**src/hw/rtl/lfh_pkg.sv**
```systemverilog
// Shared types, register indexes and reset values of the level follower.
package lfh_pkg;

  localparam int unsigned CFG_IDX_W  = 3;
  localparam int unsigned CFG_DATA_W = 24;
  localparam int unsigned AIR_W      = 24;
  localparam int unsigned DEV_W      = 16;
  localparam int unsigned SAT_W      = 23;
  localparam int unsigned LOST_W     = 8;

  typedef enum logic [CFG_IDX_W-1:0] {
    REG_AIR_CAP    = 3'd0,
    REG_WATER_OFS  = 3'd1,
    REG_HYST_WIDTH = 3'd2,
    REG_SAT_LIMIT  = 3'd3,
    REG_BIG_DEV    = 3'd4,
    REG_MED_DEV    = 3'd5,
    REG_LOST_LIMIT = 3'd6
  } cfg_reg_t;

  typedef enum logic [1:0] {
    ACT_HOLD = 2'd0,
    ACT_UP   = 2'd1,
    ACT_DOWN = 2'd2
  } move_act_t;

  typedef enum logic [1:0] {
    STEP_SMALL  = 2'd0,
    STEP_MEDIUM = 2'd1,
    STEP_BIG    = 2'd2
  } step_sz_t;

  localparam logic signed [AIR_W-1:0] AIR_CAP_RST    = 24'sd0;
  localparam logic [DEV_W-1:0]        WATER_OFS_RST  = 16'd500;
  localparam logic [DEV_W-1:0]        HYST_WIDTH_RST = 16'd50;
  localparam logic [SAT_W-1:0]        SAT_LIMIT_RST  = 23'd99990;
  localparam logic [DEV_W-1:0]        BIG_DEV_RST    = 16'd800;
  localparam logic [DEV_W-1:0]        MED_DEV_RST    = 16'd300;
  localparam logic [LOST_W-1:0]       LOST_LIMIT_RST = 8'd20;
  localparam logic [LOST_W-1:0]       LOST_MAX       = 8'd255;

endpackage

```
**src/hw/rtl/level_follow_hysteresis_stepper_core.sv**
```systemverilog
// Level follower: per-sample hold/up/down decision with step size and lost counter.
//
// Usage:
//   in_*   : one signed capacitance sample per transfer (valid/ready).
//   out_*  : one result per sample (move action, step size, saturation flag,
//            relearn request, lost counter after the sample).
//   cfg_*  : register write port (cfg_we, cfg_index, cfg_data), no wait states.
//            Write registers only while no sample is in flight.
// Path: a sample accepted on in_* is held in the input register, then its result is
//   held in the result register, which drives out_*.
// Throughput: one sample per cycle while out_ready is high; the lost counter update
//   closes in the single compare/step stage, so back-to-back samples see each other's count.
// Reset: synchronous, active low; registers return to their defaults, the
//   lost counter clears and both stages empty.
// Stall: while out_ready is low the result holds; the input register keeps one
//   more sample, and in_ready drops only when both stages are full.
module level_follow_hysteresis_stepper_core #(
  parameter int unsigned SAMPLE_WIDTH = 24
) (
  input  logic                              clk,
  input  logic                              rst_n,
  input  logic                              cfg_we,
  input  logic [lfh_pkg::CFG_IDX_W-1:0]     cfg_index,
  input  logic [lfh_pkg::CFG_DATA_W-1:0]    cfg_data,
  input  logic                              in_valid,
  output logic                              in_ready,
  input  logic signed [SAMPLE_WIDTH-1:0]    in_capacitance,
  output logic                              out_valid,
  input  logic                              out_ready,
  output logic [1:0]                        out_move_action,
  output logic [1:0]                        out_step_size,
  output logic                              out_saturated,
  output logic                              out_relearn_request,
  output logic [lfh_pkg::LOST_W-1:0]        out_lost_level
);
  import lfh_pkg::*;

  // compare width: holds sample, thresholds and their differences
  localparam int unsigned CW = ((SAMPLE_WIDTH > 26) ? SAMPLE_WIDTH : 26) + 2;

  // configuration registers
  logic signed [AIR_W-1:0] air_cap_r;
  logic [DEV_W-1:0]        water_ofs_r;
  logic [DEV_W-1:0]        hyst_width_r;
  logic [SAT_W-1:0]        sat_limit_r;
  logic [DEV_W-1:0]        big_dev_r;
  logic [DEV_W-1:0]        med_dev_r;
  logic [LOST_W-1:0]       lost_limit_r;

  always_ff @(posedge clk) begin
    if (!rst_n) begin
      air_cap_r    <= AIR_CAP_RST;
      water_ofs_r  <= WATER_OFS_RST;
      hyst_width_r <= HYST_WIDTH_RST;
      sat_limit_r  <= SAT_LIMIT_RST;
      big_dev_r    <= BIG_DEV_RST;
      med_dev_r    <= MED_DEV_RST;
      lost_limit_r <= LOST_LIMIT_RST;
    end else if (cfg_we) begin
      unique case (cfg_index)
        REG_AIR_CAP:    air_cap_r    <= $signed(cfg_data[AIR_W-1:0]);
        REG_WATER_OFS:  water_ofs_r  <= cfg_data[DEV_W-1:0];
        REG_HYST_WIDTH: hyst_width_r <= cfg_data[DEV_W-1:0];
        REG_SAT_LIMIT:  sat_limit_r  <= cfg_data[SAT_W-1:0];
        REG_BIG_DEV:    big_dev_r    <= cfg_data[DEV_W-1:0];
        REG_MED_DEV:    med_dev_r    <= cfg_data[DEV_W-1:0];
        REG_LOST_LIMIT: lost_limit_r <= cfg_data[LOST_W-1:0];
        default: ;
      endcase
    end
  end

  // pipeline control
  logic                           s1_valid_r;
  logic signed [SAMPLE_WIDTH-1:0] cap_r;
  logic                           out_valid_r;
  logic                           s1_adv;

  assign s1_adv   = s1_valid_r && (!out_valid_r || out_ready);
  assign in_ready = !s1_valid_r || s1_adv;

  always_ff @(posedge clk) begin
    if (!rst_n) begin
      s1_valid_r <= 1'b0;
    end else if (in_ready) begin
      s1_valid_r <= in_valid;
    end
  end

  always_ff @(posedge clk) begin
    if (in_valid && in_ready) begin
      cap_r <= in_capacitance;
    end
  end

  // decision logic
  logic signed [CW-1:0] cap_x, upper_x, lower_x, sat_x, big_x, med_x, dev;
  logic                 is_sat, is_up, is_down;
  logic [LOST_W-1:0]    lost_r, lost_mid, lost_nxt;
  move_act_t            act_nxt;
  step_sz_t             step_nxt;
  logic                 relearn_nxt;

  always_comb begin
    cap_x   = CW'(cap_r);
    upper_x = CW'(air_cap_r) + CW'({1'b0, water_ofs_r});
    lower_x = upper_x - CW'({1'b0, hyst_width_r});
    sat_x   = CW'({1'b0, sat_limit_r});
    big_x   = CW'({1'b0, big_dev_r});
    med_x   = CW'({1'b0, med_dev_r});

    is_sat  = cap_x > sat_x;
    is_up   = cap_x >= upper_x;
    is_down = cap_x <= lower_x;
    dev     = is_up ? (cap_x - upper_x) : (lower_x - cap_x);

    act_nxt     = ACT_HOLD;
    step_nxt    = STEP_SMALL;
    lost_mid    = '0;
    relearn_nxt = 1'b0;

    priority if (is_sat) begin
      act_nxt  = ACT_UP;
      step_nxt = STEP_BIG;
      lost_mid = (lost_r == LOST_MAX) ? lost_r : lost_r + 1'b1;
    end else if (is_up || is_down) begin
      act_nxt = is_up ? ACT_UP : ACT_DOWN;
      priority if (dev > big_x) step_nxt = STEP_BIG;
      else if (dev > med_x)     step_nxt = STEP_MEDIUM;
      else                      step_nxt = STEP_SMALL;
      if (dev >= big_x) begin
        lost_mid = (lost_r == LOST_MAX) ? lost_r : lost_r + 1'b1;
      end else begin
        lost_mid = (lost_r == '0) ? lost_r : lost_r - 1'b1;
      end
    end else begin
      lost_mid = '0;  // in band: clear, no relearn check
    end

    lost_nxt = lost_mid;
    if ((is_sat || is_up || is_down) && (lost_mid >= lost_limit_r)) begin
      relearn_nxt = 1'b1;
      lost_nxt    = '0;
    end
  end

  always_ff @(posedge clk) begin
    if (!rst_n) begin
      lost_r      <= '0;
      out_valid_r <= 1'b0;
    end else begin
      if (s1_adv) begin
        lost_r <= lost_nxt;
      end
      if (!out_valid_r || out_ready) begin
        out_valid_r <= s1_valid_r;
      end
    end
  end

  logic [1:0]        act_r, step_r;
  logic              sat_r, relearn_r;
  logic [LOST_W-1:0] level_r;

  always_ff @(posedge clk) begin
    if (s1_adv) begin
      act_r     <= act_nxt;
      step_r    <= step_nxt;
      sat_r     <= is_sat;
      relearn_r <= relearn_nxt;
      level_r   <= lost_nxt;
    end
  end

  assign out_valid           = out_valid_r;
  assign out_move_action     = act_r;
  assign out_step_size       = step_r;
  assign out_saturated       = sat_r;
  assign out_relearn_request = relearn_r;
  assign out_lost_level      = level_r;

endmodule

```
**config.mk**
```make
export PLATFORM = sky130hd
export DESIGN_NAME = level_follow_hysteresis_stepper_core
export DESIGN_NICKNAME = d
export VERILOG_FILES = /design/src/hw/rtl/lfh_pkg.sv /design/src/hw/rtl/level_follow_hysteresis_stepper_core.sv
export SDC_FILE = /design/constraint.sdc
export NUM_CORES = 1
export LEC_CHECK = 0
export BUFFER_PORTS_ARGS = -buffer_cell sky130_fd_sc_hd__clkbuf_2
export CAP_MARGIN = 15
export CORE_MARGIN = 2
export CORE_UTILIZATION = 57
export CTS_CLUSTER_SIZE = 14
export DETAILED_ROUTE_END_ITERATION = 8
export PLACE_DENSITY = 0.78
export SETUP_SLACK_MARGIN = 0.15
export SLEW_MARGIN = 10
export SYNTH_ARGS = -nofsm -noshare
export SYNTH_HDL_FRONTEND = slang
export SYNTH_SLANG_ARGS = --single-unit
```
**constraint.sdc**
```tcl
create_clock -name clk -period 8.4 [get_ports clk]
set_clock_uncertainty 0.1 [all_clocks]
set_input_delay 2.1 -clock clk [delete_from_list [all_inputs] [get_ports clk]]
set_output_delay 2.1 -clock clk [all_outputs]
set_load 0.1 [all_outputs]
```
Word-level counts from Yosys, hierarchy flattened
Cells that the tools add are included.
{"block": "op_classes", "add_sub_neg": 6, "order_cmp": 7, "eq_ne": 7, "n_mux": 13, "n_bitwise": 1, "n_reduce_logical": 21}
{"cell": "28-bit by 17-bit greater-than comparator with 1-bit output", "count": 2}
{"cell": "8-bit two-way mux", "count": 6}
{"cell": "28-bit by 17-bit greater-or-equal comparator with 1-bit output", "count": 1}
{"cell": "28-bit two-way mux", "count": 1}
{"cell": "26-bit by 24-bit subtractor with 27-bit output", "count": 1}
{"cell": "24-bit by 26-bit <= comparator with 1-bit output", "count": 1}
{"cell": "24-bit by 25-bit subtractor with 26-bit output", "count": 1}
{"cell": "25-bit by 17-bit subtractor with 26-bit output", "count": 1}
{"cell": "24-bit by 17-bit adder with 25-bit output", "count": 1}
{"cell": "24-bit by 25-bit greater-or-equal comparator with 1-bit output", "count": 1}
{"cell": "24-bit greater-than comparator", "count": 1}
{"cell": "2-bit AND reduction", "count": 7}
{"cell": "3-bit equality test, second input constant", "count": 3}
{"cell": "8-bit by 1-bit adder with 8-bit output, second input constant", "count": 1}
{"cell": "8-bit equality test, second input constant", "count": 1}
{"cell": "8-bit greater-or-equal comparator", "count": 1}
{"cell": "8-bit logical NOT", "count": 1}
{"cell": "8-bit by 1-bit subtractor with 8-bit output, second input constant", "count": 1}
{"cell": "3-bit by 2-bit equality test with 1-bit output, second input constant", "count": 2}
{"cell": "2-bit two-way mux", "count": 3}
{"cell": "1-bit logical OR", "count": 5}
{"cell": "3-bit by 1-bit equality test with 1-bit output, second input constant", "count": 1}
{"cell": "1-bit logical AND", "count": 3}
{"cell": "3-bit logical NOT", "count": 1}
{"cell": "other kinds (5)", "count": 8}
{"block": "word_totals", "register_bits": 167, "inputBits": 56, "output_inout_bits": 16, "elab_cells": 73}

Logic depth before layout (Yosys ltp)
Gate-level depths: netlist (run 1).
{"block": "logic_depth", "ltp_word": 11, "mapped_depth": 56}

Least setup slack after synthesis (run 1)
Ideal clock, no wire load.
{"block": "synth_timing", "path_type": "register -> register", "start": "register air_cap_r[0]", "end": "register lost_r[2]", "setup_time_ns": 0.075, "t_arrival_ns": 8.872, "t_required_ns": 8.225, "path_slack_ns": -0.646, "path_stages_with_launch": 50, "synth_period_minus_slack_ns": 9.046, "path_cell_list": "dfxtp_1 > ha_1 > inv_1 > fa_1 > nor2b_1 > o21ai_0 > a21boi_0 > o21a_1 > o21ai_0 > a21oi_1 > o31ai_1 > o31a_1 > or2_2 > xor2_1 > ha_1 > and2_1 > and3_1 > and4_1 > (+14 left out) > a21oi_2 > o22ai_4 > or4_1 > o21a_1 > a22oi_1 > ha_1 > nor2b_1 > o21ai_0 > nand2b_1 > a21oi_1 > nor2b_1 > o21ai_0 > nand2b_1 > a21oi_1 > nand2_1 > nor2_1 > nand4_1 > o22ai_1"}
{"block": "synth_via", "elab_chain_len": 11}
{"element": "start, declared", "line_no": "level_follow_hysteresis_stepper_core.sv:42", "source": "logic signed [AIR_W-1:0] air_cap_r;"}
{"element": "start signal, assigned", "line_no": "level_follow_hysteresis_stepper_core.sv:61", "source": "REG_AIR_CAP: air_cap_r <= $signed(cfg_data[AIR_W-1:0]);"}
{"element": "24-bit by 17-bit adder with 25-bit output *", "line_no": "level_follow_hysteresis_stepper_core.sv:106", "source": "upper_x = CW'(air_cap_r) + CW'({1'b0, water_ofs_r});"}
{"element": "25-bit by 17-bit subtractor with 26-bit output", "line_no": "level_follow_hysteresis_stepper_core.sv:107", "source": "lower_x = upper_x - CW'({1'b0, hyst_width_r});"}
{"element": "26-bit by 24-bit subtractor with 27-bit output", "line_no": "level_follow_hysteresis_stepper_core.sv:115", "source": "dev = is_up ? (cap_x - upper_x) : (lower_x - cap_x);"}
{"element": "28-bit two-way mux", "line_no": "level_follow_hysteresis_stepper_core.sv:115"}
{"element": "28-bit by 17-bit greater-or-equal comparator with 1-bit output", "line_no": "level_follow_hysteresis_stepper_core.sv:131", "source": "if (dev >= big_x) begin"}
{"element": "8-bit two-way mux", "line_no": "level_follow_hysteresis_stepper_core.sv:131"}
{"element": "8-bit two-way mux", "line_no": "level_follow_hysteresis_stepper_core.sv:126", "source": "end else if (is_up || is_down) begin"}
{"element": "8-bit two-way mux", "line_no": "level_follow_hysteresis_stepper_core.sv:122", "source": "priority if (is_sat) begin"}
{"element": "8-bit greater-or-equal comparator", "line_no": "level_follow_hysteresis_stepper_core.sv:141", "source": "if ((is_sat || is_up || is_down) && (lost_mid >= lost_limit_r)) begin"}
{"element": "1-bit logical AND", "line_no": "level_follow_hysteresis_stepper_core.sv:141"}
{"element": "8-bit two-way mux *", "line_no": "level_follow_hysteresis_stepper_core.sv:141"}
{"element": "end signal, assigned", "line_no": "level_follow_hysteresis_stepper_core.sv:153", "source": "lost_r <= lost_nxt;"}
{"element": "end, declared", "line_no": "level_follow_hysteresis_stepper_core.sv:99", "source": "logic [LOST_W-1:0] lost_r, lost_mid, lost_nxt;"}
Mark *: on every way between the ends. The rest lies on a longest branch, timed or not.
A chain may end at the register's enable or synchronous reset.

Worst setup path in the final report (run 1)
{"block": "layout_timing", "start": "register air_cap_r[0]", "end": "register lost_r[0]"}
Same word-level chain as after synthesis.

==> results summary, run 1 <==
The flow ran to the end, but the final reports show violations. The checks that failed: setup timing. The number of cells in the design after placement is 2225. The power density over the cells came out at 189 mW/mm².

The final count of hold timing violations is 0. The routing usage on met1 is 44.4%. The count of nets left with antenna violations once routing finished came out at 0. The synthesized netlist devotes 4.98% of its cell area to XOR and XNOR gates. TritonCTS built the clock tree. The half-perimeter wire length after placement is 30900 µm.

The most congested layer reported by global routing is met2. The total standard cell area after synthesis is 0.0131 mm². The post-detailed-route wirelength per cell came out at 18.7 µm. The utilization after layout is 74.6%.

The sequential element share of the synthesized area is 28.4%. The fraction of power consumed by combinational cells is 47.1%. The count of buffers added on input and output ports is 71. The worst-case IR drop observed on VDD is 0.000125 V. The worst pin sits at a relative slew slack of 34.6%. The total routing usage reported by global routing is 35.1%.

The total net switching power came out at 0.00124 W. The first-pass detailed-route iteration total came out at 8. The fraction of the cycle the final worst path needs is 109%. The number of cell rows came out at 55. The data arrival time of the critical path is 9460 ps. The clock network fraction of total power came out at 25.4%. The mux share of post-synthesis cell area is 1.18%. The number of synthesized register bits is 167. The maximum net fanout on the critical path came out at 6. The number of cells in the finished layout apart from fillers is 2294. For this block, the routed nets add up to 42800 µm of wire. In the routed design, unresolved DRC markers number 0. In this run, flip-flops and latches consume 27.5% of the power. The max-cap violation count came out at 0. The first-pass GRT wire length came out at 67300 µm. Compared with the post-synthesis result, the final layout area differs by 28.8%. The dominant combinational cell family by area after synthesis is compound AO/OA/AOI/OAI gates. The routed layout has 13600 vias.

Entering global routing, the biggest net connects 101 pins. The warning count from the yosys run is 0. Summing the areas of all fa, ha and maj instances in the mapped netlist gives 14.8% of the synthesized area. The number of nets handed over by synthesis was 1891. The cell count after synthesis came out at 1683. The cell that appears most often on the critical path is o21ai_1. The met3 usage in global routing is 6.33%. The met2 usage in global routing is 58.4%. For the worst-skew pair, the clock arrives at the later sink with an insertion delay of 450 ps.

The floorplan die width is 156 µm. The total negative slack for setup checks is -11820 ps. The I/O pin total is 72.

The worst setup path is captured at a register. The synthesized-area fraction occupied by ao, oa, aoi and oai cells is 23.1%. The required time at the worst-slack endpoint came out at 8670 ps. The final number of setup-violating endpoints came out at 17.

The count of hold buffers inserted by post-cts repair came out at 0. The worst hold path belongs to the class register to register. 0 antenna diodes ended up in the layout. Setup repair after global routing could not meet its margin everywhere. For this run, the top clock speed supported by timing is 109 MHz. The detailed router finished its first iteration with 1175 violations.

At the pin with the least slew margin, the transition time is 981 ps. Counting I/O delays and the setup requirement, the final critical path takes 9190 ps. The critical path start-end classification is register to register. The via density per instance is 5.93. In this run, CTS created clock tree buffers numbering 17. The remaining global-route overflow came out at 0. The final count of pins violating max slew is 0.

Once routing completed, OpenROAD measured the worst setup slack at -793 ps. From bottom edge to top edge, the die measures 156 µm. The number of sinks driven by the clock tree came out at 167. The cell sitting at the root of the clock tree is a clkbuf_16. The via count of the first global-routing pass came out at 13200.

The most used flip-flop cell after synthesis is dfxtp_1. The leakage power came out at 7.48 nW. Averaged over all synthesized cells, the footprint is 7.79 µm². The clock-pin slew on the worst setup and hold paths came out at 80 ps. The slowest stage of the critical path is the or4_4 cell. The number of different library cells in the post-synthesis netlist came out at 74. The internal power is 0.00196 W. The H-tree was split into 4 levels. Of the total power, the share spent switching nets is 38.7%. The final net count is 2204.

The last weighted congestion value of the routability-driven placer is 1.01. In this design, the stage delay of the slowest critical-path cell is 420 ps. The simple-gate area share of the yosys netlist is 21.4%. The maximum root-to-sink buffer count is 2. The proportion of register bits with asynchronous set or reset after synthesis is 0%. The worst setup path is launched from a register. Of the cells placed in the final design, the portion with a size suffix greater than 1 is 24.9%.

The number of enable-type register cells in the synthesized netlist is 38. The initial antenna violation count is 1. The effective utilization at floorplan came out at 57.9%. The core area is 0.0226 mm².

The die area came out at 0.0242 mm².
## critical path, delay by kind of cell, from the launching register on
family | cells | cell delay, ps
AO/OA/AOI/OAI | 25 | 3640
adder cells (fa/ha/maj) | 5 | 1330
XOR/XNOR | 2 | 390
flip-flops | 1 | 360
buffers and inverters | 3 | 370
AND/OR/NAND/NOR | 18 | 2910
## logic make-up after synthesis
family          after synthesis
compound gates              447
xor+xnor                     73
fa+ha+maj                   153
buf+inv                     214
flops                       167
mux                          15
simple gates                614
## synthesized netlist by cell type, types with 38 or more instances
master | n | area share (%)
nor2b_1 | 38 | 1.8
a21oi_1 | 91 | 3.5
o21ai_0 | 76 | 2.9
xnor2_1 | 45 | 3.0
ha_1 | 148 | 14
edfxtp_1 | 38 | 8.7
inv_1 | 159 | 4.6
clkbuf_1 | 50 | 1.4
nand2_1 | 314 | 9.0
a21boi_0 | 103 | 5.9
nor2_1 | 95 | 2.7
dfxtp_1 | 129 | 20
## path summary, 6_finish.rpt
| kind | startpoint | end | slack, ps | cells past startpoint |
|---|---|---|---|---|
| hold / removal | big_dev_r[6]$_SDFFE_PN0P_ | big_dev_r[6]$_SDFFE_PN0P_ | 370 | 2 |
| setup / recovery | air_cap_r[0]$_SDFFE_PN0P_ | lost_r[0]$_SDFFE_PN0P_ | -790 | 53 |
| hold reg to reg | big_dev_r[6]$_SDFFE_PN0P_ | big_dev_r[6]$_SDFFE_PN0P_ | 370 | 2 |
| setup reg to reg | air_cap_r[0]$_SDFFE_PN0P_ | lost_r[0]$_SDFFE_PN0P_ | -790 | 53 |
## final cells by class
type	instances	area [µm²]
timing repair buffer	349	2500
sequential	167	3730
tap	285	357
fill	1629	5750
multi-input combinational	1302	9100
clock buffer	17	425
clock inverter	15	175
inverter	159	597
## per-layer routing
metal / part of all wire (%) / up-vias / routed length (µm)
met2: 46 / 580 / 19700
met3: 7.1 / 137 / 3050
li1: - / 6481 / -
met5: 0 / - / 0
met1: 42 / 6411 / 18000
met4: 4.8 / 0 / 2050
## flip-flops by register name, summed over array words and instances (netlist names)
name and cells:
water_ofs_r 16, air_cap_r 24, out_move_action 2, out_valid 1, hyst_width_r 16, big_dev_r 16
lost_limit_r 8, out_lost_level 8, out_step_size 2, med_dev_r 16, cap_r 24, lost_r 8
out_saturated 1, s1_valid_r 1, out_relearn_request 1, sat_limit_r 23
## through the flow
| stage | area [µm²] | total power, W | setup WS [ps] | hold WS (ps) |
|---|---|---|---|---|
| finish | 16900 | 0.00319 | -793 | 370 |
| global route | 16900 | 0.00336 | -1280 | 382 |
| CTS | 16600 | 0.00311 | -509 | 370 |
| detailed placement | 15500 | 0.00223 | -935 | 359 |
| global placement | 15500 | 0.00221 | -785 | 350 |
| floorplan | 13200 | 0.00171 | -92.6 | 343 |
## placed cells by master, fill, tap and decap left out, drive strengths merged, types with 6 or more instances in the layout
master and instances:
nand2 314, buf 279, inv 167, ha 148, dfxtp 129, a21boi 104, nor2 95, a21oi 93
clkbuf 87, o21ai 82, xnor2 45, edfxtp 38, nor2b 38, nand3 35, a21o 30, nand4 29
o211ai 27, xor2 27, o21a 26, nand2b 25, nor3 20, a211oi 13, mux2i 11, and3 10
and2 10, o31ai 10, o21bai 9, a221oi 9, and4 7, a31oi 7, clkinv 7, o31a 6
or2 6
## power groups by stage
| stage | clock (W) | combinational [W] | sequential (W) |
|---|---|---|---|
| finish | 0.000809 | 0.00150 | 0.000878 |
| global route | 0.000845 | 0.00163 | 0.000881 |
| CTS | 0.000810 | 0.00143 | 0.000877 |
| detailed placement | 0 | 0.00134 | 0.000895 |
| global placement | 0 | 0.00131 | 0.000894 |
| floorplan | 0 | 0.000788 | 0.000922 |
## repair_timing
item	in CTS	in global routing
buffers inserted	29	6
resized for setup	72	58
setup endpoints to repair	17	17
pin swaps	49	55
Note: power is estimated with default switching activity, not from simulation.
==> inputs of run 2 (changes only) <==
- MAX_ROUTING_LAYER: default -> met4
==> results summary, run 2 (synthesis results as in run 1) <==
The run finished, with violations left. The final reports fail on setup timing. The number of buffer cells added on primary ports came out at 71 (unchanged). The shortest clock period the worst path allows after layout is 9270 ps (+80.7 ps).

The worst setup path is captured at a register. The data arrival time of the critical path was 9550 ps (+90 ps). The first-pass GRT wire length is 66500 µm (-1.1%). The wire length after detailed routing is 41500 µm (-3.1%). The min-delay analysis places its worst path in the category register to register.

In this design, the critical path's most frequently occurring cell is o21a_1. The total buffers and inverters traversed by the critical path came out at 2 (-1). The final number of setup-violating endpoints is 17 (unchanged). The post-detailed-placement cell area came out at 0.0155 mm² (+0.24%). The max-cap violation count is 0 (unchanged). The tree is rooted in a clkbuf_16.

The source-to-sink clock delay at the later pin of the worst-skew pair came to 450 ps (about the same). The final worst setup slack came to -874 ps (-80.7 ps). The post-synthesis to final-layout area growth is 28.0%. The final count of hold timing violations came out at 0 (unchanged). The I/O pin total came out at 72 (unchanged). The worst hold path terminates at big_dev_r[7]$_SDFFE_PN0P_. The final net count came to 2202 (-0.091%).

The reg2reg setup slack is -870 ps (-80 ps). The last weighted congestion value of the routability-driven placer came out at 1.02 (+0.78%). The pre-CTS setup slack came out at -988 ps (-53.3 ps). The maximum number of pins on one net before global-route repair was 100 (-0.99%).

In the final layout, the registers with the most flip-flops are air_cap_r: 24 flops, cap_r: 24 flops, sat_limit_r: 23 flops. The top cell types in the final layout, fill and taps aside, are nand2_1 (311), buf_4 (270), inv_1 (156). The initial antenna violation count was 0 (-1).

The final cell area excluding filler cells is 0.0168 mm² (-0.58%). The worst slew margin relative to its limit is 34.7% (+0.080 points). The worst setup path is launched from a register. The fraction of the cycle the final worst path needs came out at 110% (+0.96 points). The worst hold path cell count came out at 2 (unchanged). The clock tree from TritonCTS is done. The number of cell rows is 55 (unchanged).

The H-tree depth came to 4 (unchanged). The highest clock rate was 108 MHz (-0.87%). The total power draw came to 0.00320 W (+0.38%). The die area is 0.0242 mm² (unchanged). Leaving out fill and tap cells, the most frequent cell in the layout is nand2_1. The delay of the slowest cell on the worst path came out at 550 ps (+130 ps). The effective utilization at floorplan came to 57.9% (unchanged).

The critical path start-end classification is register to register. The number of sinks driven by the clock tree is 167 (unchanged). Setup repair after global routing could not meet its margin everywhere. The count of hold buffers inserted by post-cts repair came out at 0 (unchanged). The violation count after the first detailed-route iteration is 1070 (-8.9%). The overall die height came to 156 µm (unchanged). The leakage power is 7.42 nW (-0.80%). In this run the critical register-to-register path is launched from water_ofs_r[0]$_SDFFE_PN0P_.

The post-detailed-route count of antenna-violating nets came out at 0 (unchanged). The via density per instance is 5.81 (-2.1%). The floorplan die width came out at 156 µm (unchanged).

The first-pass detailed-route iteration total is 5 (-3). The total routing usage reported by global routing is 35.6% (+0.49 points). The worst hold slack is 370 ps (-0.901 ps). The half-perimeter wire length after placement came out at 30900 µm (about the same).

The core area is 0.0226 mm² (unchanged). The worst voltage drop across the vdd grid is 0.000135 V (+7.3%). The count of unresolved DRC violations after routing is 0 (unchanged).

The required time at the worst-slack endpoint came out at 8670 ps (about the same). The worst hold path begins at big_dev_r[7]$_SDFFE_PN0P_. The maximum root-to-sink buffer count came out at 2 (unchanged). The actual transition at the worst max-transition pin is 977 ps (-3.94 ps). The clock-pin slew on the worst setup and hold paths is 80 ps (about the same). The power density over the cells came out at 191 mW/mm² (+0.97%). The number of inserted diodes came out at 0 (unchanged). The via count of the first global-routing pass came out at 13100 (-0.69%).

The cell with the largest stage delay on the worst path is or4_4. The maximum net fanout on the critical path came out at 6 (unchanged). The post-detailed-route wirelength per cell was 18.1 µm (-3.0%). The TritonCTS buffer count came out at 17 (unchanged). The length in cells of the worst reg-to-reg path is 47 (-11%). The final count of pins violating max slew is 0 (unchanged).

The endpoint identified for the worst register-to-register timing path is lost_r[2]$_SDFFE_PN0P_. The utilization after layout is 74.2% (-0.44 points). The fraction of final layout cells sized beyond drive strength 1 is 23.8% (-1.2 points). The largest delay contributor family on the critical path is compound AO/OA/AOI/OAI gates. The remaining global-route overflow came to 0 (unchanged). The via count came out at 13300 (-2.2%).
-- run 2: cell type report --
class                      count  area [µm²]
tap                          285         357
timing repair buffer         347        2480
fill                        1699        5850
inverter                     159         597
sequential                   167        3730
clock inverter                14         181
multi-input combinational   1302        9020
clock buffer                  18         429
-- run 2: worst register-to-register path, delay by kind of cell (launching register included) --
kind,cells,cell delay (ps)
buffers and inverters,2,280
adders and majority gates,5,1250
xor gates and xnor gates,2,310
and+or+nand+nor,16,3000
muxes,1,330
DFF,1,340
AOI/OAI and AO/OA,21,3600
-- run 2: worst max path at each step --
stage	startpoint	end	slack (ps)	depth (start not counted)
floorplan	water_ofs_r[0]$_SDFFE_PN0P_	lost_r[2]$_SDFFE_PN0P_	-90	49
global placement	water_ofs_r[0]$_SDFFE_PN0P_	out_lost_level[5]$_DFFE_PP_	-820	50
detailed placement	air_cap_r[1]$_SDFFE_PN0P_	lost_r[2]$_SDFFE_PN0P_	-990	52
CTS	water_ofs_r[1]$_SDFFE_PN0P_	lost_r[2]$_SDFFE_PN0P_	-610	50
global route	water_ofs_r[0]$_SDFFE_PN0P_	lost_r[4]$_SDFFE_PN0P_	-1410	49
finish	water_ofs_r[0]$_SDFFE_PN0P_	lost_r[2]$_SDFFE_PN0P_	-870	47
-- run 2: through the flow --
| step | setup TNS (ps) | cells |
|---|---|---|
| after floorplan | -398 | 1683 |
| after global placement | -11960 | 2230 |
| after detailed placement | -14360 | 2230 |
| after CTS | -8360 | 2281 |
| after global routing | -22420 | 2292 |
| final | -13650 | 2292 |
-- run 2: layer usage --
layer / vias to the layer above / track usage [%] / wire [µm]
met3: 86 / 4.83 / 2810
met4: 0 / 12.2 / 1390
li1: 6482 / - / -
met1: 6257 / 45.3 / 17900
met5: - / - / 0
met2: 487 / 58.4 / 19400
-- run 2: where the power goes --
group	internal [W]	total [W]	switching [W]
combinational	0.000692	0.00150	0.000804
clock	0.000430	0.000831	0.000401
sequential	0.000853	0.000878	0.0000253
-- run 2: repair_timing --
action | in CTS | in global routing
endpoints found under the setup margin | 17 | 17
setup buffers | 19 | 9
pin swaps | 37 | 49
resized for setup | 58 | 48
